## config.mk

```make
export PLATFORM = sky130hd
export DESIGN_NAME = dedup_fifo_worklist_flat
export DESIGN_NICKNAME = d
export VERILOG_FILES = /design/src/rtl/dfw_pkg.sv /design/src/rtl/dfw_if.sv /design/src/rtl/dfw_ring.sv /design/src/rtl/dedup_fifo_worklist.sv /design/src/flat_wrapper.sv
export SDC_FILE = /design/constraint.sdc
export NUM_CORES = 2
export LEC_CHECK = 0
export BUFFER_PORTS_ARGS = -buffer_cell sky130_fd_sc_hd__buf_2
export CORE_ASPECT_RATIO = 0.8
export CORE_UTILIZATION = 35
export DETAILED_ROUTE_END_ITERATION = 7
export GPL_ROUTABILITY_DRIVEN = 0
export SLEW_MARGIN = 40
export SYNTH_ARGS = -nofsm -noshare
export SYNTH_HDL_FRONTEND = slang
export SYNTH_SLANG_ARGS = --single-unit
```

## constraint.sdc

```tcl
create_clock -name clk -period 12.16 [get_ports clk]
set_input_delay 2.432 -clock clk [delete_from_list [all_inputs] [get_ports clk]]
set_output_delay 2.432 -clock clk [all_outputs]
set_load 0.05 [all_outputs]
```

## src/rtl/dfw_pkg.sv

```systemverilog
// Shared types and codes for the deduplicating FIFO worklist.
package dfw_pkg;

	localparam int unsigned ITEM_W = 8;
	localparam int unsigned CAP_W  = 9;
	localparam int unsigned OCC_W  = 9;

	localparam logic [CAP_W-1:0] CAP_RESET = 9'd256;

	typedef enum logic [1:0] {
		ACT_PUSH  = 2'd0,
		ACT_POP   = 2'd1,
		ACT_CLEAR = 2'd2
	} action_t;

	typedef enum logic [2:0] {
		ST_DONE   = 3'd0,
		ST_QUEUED = 3'd1,
		ST_RANGE  = 3'd2,
		ST_FULL   = 3'd3,
		ST_EMPTY  = 3'd4
	} status_t;

	typedef struct packed {
		action_t             action;
		logic [ITEM_W-1:0]   item_value;
	} req_t;

	typedef struct packed {
		status_t             status;
		logic [ITEM_W-1:0]   popped_item;
		logic [OCC_W-1:0]    occupancy;
	} rsp_t;

endpackage

```

## src/rtl/dfw_if.sv

```systemverilog
// Valid/ready stream interfaces for worklist requests and responses.
interface dfw_req_if;
	import dfw_pkg::*;

	logic valid;
	logic ready;
	req_t payload;

	modport source (output valid, output payload, input ready);
	modport sink   (input valid, input payload, output ready);
endinterface

interface dfw_rsp_if;
	import dfw_pkg::*;

	logic valid;
	logic ready;
	rsp_t payload;

	modport source (output valid, output payload, input ready);
	modport sink   (input valid, input payload, output ready);
endinterface

```

## src/rtl/dfw_ring.sv

```systemverilog
// Ring storage for queued indices: one write port, registered read with write bypass.
module dfw_ring #(
	parameter int unsigned DEPTH  = 256,
	parameter int unsigned DATA_W = 8
) (
	input  logic                       clk,
	input  logic                       wr_en,
	input  logic [$clog2(DEPTH)-1:0]   wr_addr,
	input  logic [DATA_W-1:0]          wr_data,
	input  logic [$clog2(DEPTH)-1:0]   rd_addr,
	output logic [DATA_W-1:0]          rd_data
);
	logic [DATA_W-1:0] mem_q [DEPTH];

	always_ff @(posedge clk) begin
		if (wr_en) begin
			mem_q[wr_addr] <= wr_data;
		end
	end

	// A write landing on the slot being read returns the new value
	always_ff @(posedge clk) begin
		if (wr_en && (wr_addr == rd_addr)) begin
			rd_data <= wr_data;
		end else begin
			rd_data <= mem_q[rd_addr];
		end
	end
endmodule

```

## src/rtl/dedup_fifo_worklist.sv

```systemverilog
// Deduplicating FIFO worklist: a ring of item indices in arrival order plus a
// presence bitmap, so any index is queued at most once. Each request (push,
// pop, clear) gives exactly one response with a status, the popped index
// (zero unless a pop succeeded) and the occupancy after the operation. The
// block takes one request per clock and keeps that rate as long as the
// response side keeps taking; a request is captured in an input register and
// its response is then loaded into the output register, which holds it until
// the response side takes it. The ring has one write port and a separate
// registered read port: the head entry is always prefetched into a read
// register, so a pop needs no extra memory access. A write of the capacity
// register (clamped to 1..MAX_CAPACITY, zero acts as 1) also empties
// the queue and the bitmap; write it only while no request is in flight.
// Reset clears the pointers and the bitmap at once; no sweep is needed.
module dedup_fifo_worklist #(
	parameter int unsigned MAX_CAPACITY = 256
) (
	input  logic                    clk,
	input  logic                    arst_n,
	dfw_req_if.sink                 req,
	dfw_rsp_if.source               rsp,
	input  logic                    cfg_wr_en,
	input  logic [dfw_pkg::CAP_W-1:0] cfg_wr_data
);
	import dfw_pkg::*;

	localparam int unsigned PTR_W  = (MAX_CAPACITY > 1) ? $clog2(MAX_CAPACITY) : 1;
	localparam int unsigned PRES_N = (MAX_CAPACITY < 256) ? MAX_CAPACITY : 256;
	localparam int unsigned PRES_W = (PRES_N > 1) ? $clog2(PRES_N) : 1;
	localparam int unsigned SUM_W  = ((PTR_W > CAP_W) ? PTR_W : CAP_W) + 1;
	localparam logic [16:0] MAX_CAP_W = 17'(MAX_CAPACITY);

	// Configuration and queue state
	logic [CAP_W-1:0]   cap_reg_q;
	logic [PTR_W-1:0]   head_q;
	logic [CAP_W-1:0]   count_q;
	logic [PRES_N-1:0]  presence_q;

	// Input stage
	logic               valid_s1;
	action_t            action_s1;
	logic [ITEM_W-1:0]  item_s1;

	// Output register
	logic               rsp_valid_q;
	rsp_t               rsp_q;

	logic               advance;
	logic [CAP_W-1:0]   cap;
	logic [ITEM_W-1:0]  head_data;

	// Per-operation results
	status_t            status_d;
	logic [ITEM_W-1:0]  popped_d;
	logic [PTR_W-1:0]   head_d;
	logic [CAP_W-1:0]   count_d;
	logic               pres_set;
	logic               pres_clr;
	logic               wipe;
	logic               ring_we;
	logic [SUM_W-1:0]   tail_sum;
	logic [SUM_W-1:0]   head_inc;
	logic [PTR_W-1:0]   tail_addr;

	// Advance the input stage when the output register is free or draining
	assign advance   = valid_s1 && (!rsp_valid_q || rsp.ready);
	assign req.ready = !valid_s1 || advance;
	assign rsp.valid = rsp_valid_q;
	assign rsp.payload = rsp_q;

	// Clamp the capacity register into 1..MAX_CAPACITY
	always_comb begin
		if (cap_reg_q == '0) begin
			cap = CAP_W'(1);
		end else if (17'(cap_reg_q) > MAX_CAP_W) begin
			cap = CAP_W'(MAX_CAPACITY);
		end else begin
			cap = cap_reg_q;
		end
	end

	// Tail slot and next head, both wrapped at the capacity in use
	always_comb begin
		tail_sum = SUM_W'(head_q) + SUM_W'(count_q);
		if (tail_sum >= SUM_W'(cap)) begin
			tail_sum = tail_sum - SUM_W'(cap);
		end
		tail_addr = tail_sum[PTR_W-1:0];

		head_inc = SUM_W'(head_q) + SUM_W'(1);
		if (head_inc >= SUM_W'(cap)) begin
			head_inc = '0;
		end
	end

	// Operation decode; state only moves when the staged request advances
	always_comb begin
		status_d = ST_DONE;
		popped_d = '0;
		head_d   = head_q;
		count_d  = count_q;
		pres_set = 1'b0;
		pres_clr = 1'b0;
		wipe     = 1'b0;
		ring_we  = 1'b0;
		unique case (action_s1)
			ACT_PUSH: begin
				if (CAP_W'(item_s1) >= cap) begin
					status_d = ST_RANGE;
				end else if (presence_q[item_s1[PRES_W-1:0]]) begin
					status_d = ST_QUEUED;
				end else if (count_q >= cap) begin
					status_d = ST_FULL;
				end else begin
					ring_we  = advance;
					pres_set = advance;
					count_d  = count_q + CAP_W'(1);
				end
			end
			ACT_POP: begin
				if (count_q == '0) begin
					status_d = ST_EMPTY;
				end else begin
					popped_d = head_data;
					pres_clr = advance;
					head_d   = head_inc[PTR_W-1:0];
					count_d  = count_q - CAP_W'(1);
				end
			end
			ACT_CLEAR: begin
				wipe    = advance;
				head_d  = '0;
				count_d = '0;
			end
			default: begin
				// Unused code: no change, report done
			end
		endcase
	end

	// Ring with the head entry prefetched for the next request
	logic [PTR_W-1:0] rd_addr;

	always_comb begin
		if (cfg_wr_en) begin
			rd_addr = '0;
		end else if (advance) begin
			rd_addr = head_d;
		end else begin
			rd_addr = head_q;
		end
	end

	dfw_ring #(
		.DEPTH  (MAX_CAPACITY),
		.DATA_W (ITEM_W)
	) u_ring (
		.clk     (clk),
		.wr_en   (ring_we),
		.wr_addr (tail_addr),
		.wr_data (item_s1),
		.rd_addr (rd_addr),
		.rd_data (head_data)
	);

	// Input stage: hold while stalled, load on each request transfer
	always_ff @(posedge clk or negedge arst_n) begin
		if (!arst_n) begin
			valid_s1 <= 1'b0;
		end else begin
			valid_s1 <= (req.valid && req.ready) || (valid_s1 && !advance);
		end
	end

	always_ff @(posedge clk) begin
		if (req.valid && req.ready) begin
			action_s1 <= req.payload.action;
			item_s1   <= req.payload.item_value;
		end
	end

	// Queue state; a capacity write restarts an empty queue
	always_ff @(posedge clk or negedge arst_n) begin
		if (!arst_n) begin
			cap_reg_q <= CAP_RESET;
			head_q    <= '0;
			count_q   <= '0;
		end else if (cfg_wr_en) begin
			cap_reg_q <= cfg_wr_data;
			head_q    <= '0;
			count_q   <= '0;
		end else if (advance) begin
			head_q  <= head_d;
			count_q <= count_d;
		end
	end

	// Presence bitmap: set on push, drop on pop, wipe on clear or reconfigure
	always_ff @(posedge clk or negedge arst_n) begin
		if (!arst_n) begin
			presence_q <= '0;
		end else if (cfg_wr_en || wipe) begin
			presence_q <= '0;
		end else begin
			if (pres_set) begin
				presence_q[item_s1[PRES_W-1:0]] <= 1'b1;
			end
			if (pres_clr) begin
				presence_q[head_data[PRES_W-1:0]] <= 1'b0;
			end
		end
	end

	// Output register: load on advance, drop after the response transfer
	always_ff @(posedge clk or negedge arst_n) begin
		if (!arst_n) begin
			rsp_valid_q <= 1'b0;
		end else if (advance) begin
			rsp_valid_q <= 1'b1;
		end else if (rsp.ready) begin
			rsp_valid_q <= 1'b0;
		end
	end

	always_ff @(posedge clk) begin
		if (advance) begin
			rsp_q.status      <= status_d;
			rsp_q.popped_item <= popped_d;
			rsp_q.occupancy   <= OCC_W'(count_d);
		end
	end
endmodule

```

## src/flat_wrapper.sv

```systemverilog
// flat-port wrapper written by rule: the top's interface ports become plain ports
module dedup_fifo_worklist_flat import dfw_pkg::*;
#(
	parameter int unsigned MAX_CAPACITY = 256
)
  (clk, arst_n, cfg_wr_en, cfg_wr_data, req_valid, req_payload, req_ready, rsp_valid, rsp_payload, rsp_ready);
  dfw_req_if req_i ();
  dfw_rsp_if rsp_i ();
  input  logic clk;
  input  logic arst_n;
  input  logic cfg_wr_en;
  input  logic [dfw_pkg::CAP_W-1:0] cfg_wr_data;
  input wire logic [$bits(req_i.valid)-1:0] req_valid;
  input wire logic [$bits(req_i.payload)-1:0] req_payload;
  output wire logic [$bits(req_i.ready)-1:0] req_ready;
  output wire logic [$bits(rsp_i.valid)-1:0] rsp_valid;
  output wire logic [$bits(rsp_i.payload)-1:0] rsp_payload;
  input wire logic [$bits(rsp_i.ready)-1:0] rsp_ready;
  assign req_i.valid = req_valid;
  assign req_i.payload = req_payload;
  assign req_ready = req_i.ready;
  assign rsp_valid = rsp_i.valid;
  assign rsp_payload = rsp_i.payload;
  assign rsp_i.ready = rsp_ready;
  dedup_fifo_worklist #(.MAX_CAPACITY(MAX_CAPACITY)) u_core (.clk(clk), .arst_n(arst_n), .req(req_i), .rsp(rsp_i), .cfg_wr_en(cfg_wr_en), .cfg_wr_data(cfg_wr_data));
endmodule
```

==> reports/summary.txt <==
Area Growth Syn to Fin -> 13.2%
Starting Density -> 0.352
worst r2r dst -> u_core.u_ring.mem_q[112][7]
Sequential Power Share -> 0.519
clk slew on worst S/H paths -> 60 ps
I/O Pins -> 46
Switching Share -> 0.219
Clk pwr share -> 0.430
Psw -> 3.75 mW
nets@finish -> 5,204
Yosys top cell by area -> edfxtp_1
setup slack, reg-to-reg -> 5330 ps
post-synth top area share -> 0.638
Mean Syn Cell Area -> 19.6 um2
wire length per cell -> 29.9 um
WP data required -> 12,670 ps
die height -> 475 um
Area contributors post-synth -> edfxtp_1, mux4_2, dfrtp_1, a211oi_2, a21oi_1
initial antenna violation count -> 7
kind of critical path -> flip-flop to flip-flop
Max VDD drop -> 129 uV
hold path depth -> 1
Total Negative Setup Slacks -> 0 ps
Peak Freq -> 0.147 GHz
number of enable flip-flop cells after synthesis -> 2,078
die width -> 593 um
DP HPWL -> 165,000 um
# hold bufs at CTS -> 0
Final Worst Setup Slack -> 5330 ps
Worst Setup End Kind -> flip-flop
Slew HR -> 0.373
vias in the first global route -> 51,169
post_cts resized -> 0
ys async rst share -> 0.120
yosys warns -> 0
clock root cell -> clkbuf_16
status -> finished, final reports clean
Seq/Total Area, Yosys -> 0.712
Detail Route Antenna Nets -> 0
Rows -> 173
Worst-Margin Slew -> 940 ps
#FFs+latches synth -> 2,370
Initial DRT Pass Iterations -> 6
DRC violations left -> 0
setup bufs post-CTS -> 0
1st-iter DRT viols -> 7,078
clock buffer depth -> 4
final setup vio count -> 0
Clock Latency Late Sink -> 920 ps
H-tree levels -> 4
RSZ-0062 raised after global routing -> no
R2R Path Start -> u_core.item_s1[1]
post-route clock skew -> 94.7 ps
Placement Setup Slack -> 5370 ps
Reg2Reg Depth -> 14
pin count of the biggest net entering global routing -> 139
Primary FF master, synth -> edfxtp_1
Total GRT Usage -> 0.189
Final Hold Viols -> 0
combinational power share -> 0.051
top-count cell post-synth -> edfxtp_1
fin crit share -> 0.561
CP max FO -> 82
Worst Hold Launch -> u_core.valid_s1
layout cells sized above 1 -> 0.299
Arrival @ worst endpoint -> 7330 ps
overall via count from detail_route -> 52,122
post-synth cell types -> 86
CTS tree -> done
Post-Syn Nets -> 5,073
Leakage -> 33.9 nW
Cells after Synth -> 4,997
worst hold path type -> flip-flop to flip-flop
CORE AREA -> 278,000 um2
Post-Route WL -> 269,000 um
CTS sink count -> 2,370
Setup crit start kind -> flip-flop
first-pass GRT wire length -> 387,000 um
Die Footprint -> 282,000 um2
pwr/cell area -> 155 nW/um2
Max Slew Vio Count -> 0
Tmin final -> 6830 ps
cell-internal power -> 13.4 mW
Overflow after GRT -> 0
Hold EP -> u_core.rsp.valid
Synth Cell Area -> 97,900 um2
number of max-cap violations -> 0
synth cell count leaders -> edfxtp_1, mux4_2, nor2_1
vias per inst -> 5.80
Port Buf Inserts -> 45
CTS buffer count -> 229
layout by cell type (no fill, tap or decap), types with 17 or more instances in the layout:
cell type,n
clkbuf_1,40
clkinv_2,39
a211oi_1,114
mux2i_1,60
buf_2,44
bufinv_16,36
ha_1,50
buf_6,38
a211oi_2,160
buf_4,127
a21oi_2,40
edfxtp_1,2078
clkbuf_16,230
a21o_1,19
nand2_1,90
nor2b_1,29
mux4_2,682
o22ai_1,52
a21oi_1,270
nor2_2,35
nor4_4,17
inv_1,23
nand2b_1,34
o21ai_0,31
nor2_1,282
dfrtp_1,283
clkinv_1,41
nand3_1,26
nand4_1,22
kinds of logic (layout without fill, tap and decap cells):
logic type	after synthesis	count (layout)	share of synthesized area
DFF	2370	2370	0.712
AOI/OAI and AO/OA	771	771	0.0599
muxes	760	760	0.165
buffers and inverters	360	677	0.0194
other	0	4	0
and+or+nand+nor	664	664	0.0349
adders and majority gates	52	52	0.00680
xor gates and xnor gates	20	20	0.00179
worst max-delay path, cell delays in order, from the launching register on:
cell and delay (ps):
edfxtp_1 710, buf_12 190, buf_16 390, buf_16 360, mux4_2 560, o22ai_1 430, a211oi_1 100, a31oi_1 290
o311ai_1 160, o21a_1 240, or3_4 640, a21oi_1 680, nand2_2 440, buf_4 380, nor2_1 690
registers in the layout, summed over array words and instances (netlist names), named ones only:
signal and cells:
u_core.action_s1 2, u_core.cap_reg_q 9, u_core.rsp.valid 1, u_core.rsp.payload 20
u_core.item_s1 8, u_core.count_q 9, u_core.u_ring.mem_q 2048, u_core.presence_q 256
u_core.head_q 8, u_core.valid_s1 1
area by class of cell:
type	count	area (um2)
Clock inverter	145	1720
Clock buffer	272	5930
Inverter	28	105
Tap cell	3675	4600
Timing Repair Buffer	232	2090
Multi-Input combinational cell	2267	26600
Fill cell	24563	167000
Sequential cell	2370	69700
Antenna cell	4	10.0
worst max-delay path by stage:
stage,from,end,cells after the start
final,u_core.item_s1[1],u_core.u_ring.mem_q[112][7],14
after global routing,u_core.count_q[0],u_core.u_ring.mem_q[127][1],16
after CTS,u_core.item_s1[1],u_core.u_ring.mem_q[144][3],14
after detailed placement,u_core.item_s1[1],u_core.u_ring.mem_q[144][3],13
after global placement,u_core.count_q[0],u_core.u_ring.mem_q[43][5],16
after floorplan,u_core.item_s1[7],u_core.u_ring.mem_q[114][0],12
power groups by stage:
stage	combinational, mW	sequential (mW)	clock (mW)
6_report	0.881	8.90	7.37
5_1_grt	0.930	8.90	7.77
4_1_cts	0.874	8.90	7.47
3_5_place_dp	0.871	9.08	0
3_3_place_gp	0.837	9.08	0
2_1_floorplan	0.437	9.17	0
routing by layer:
layer  wire length, um  global-route usage  vias to the layer above  part of all wire
met3             28300              0.0465                      378              0.11
li1                  -                   -                    20999                 -
met2            115000               0.266                     2892              0.43
met4              5990              0.0434                        4             0.022
met5                27                   0                        -           0.00010
met1            120000               0.293                    27849              0.44
stage by stage:
stage / hold slack, ps / total power, mW / area [um2] / utilization / instances
final: 512 / 17.2 / 111000 / 0.398 / 8993
after global routing: 539 / 17.6 / 111000 / 0.398 / 8990
after CTS: 521 / 17.2 / 110000 / 0.397 / 8980
after detailed placement: 507 / 9.95 / 103000 / 0.370 / 8563
after global placement: 476 / 9.91 / 102000 / 0.368 / 8521
after floorplan: 457 / 9.61 / 97900 / - / 4997
Note: power is estimated with default switching activity, not from simulation.
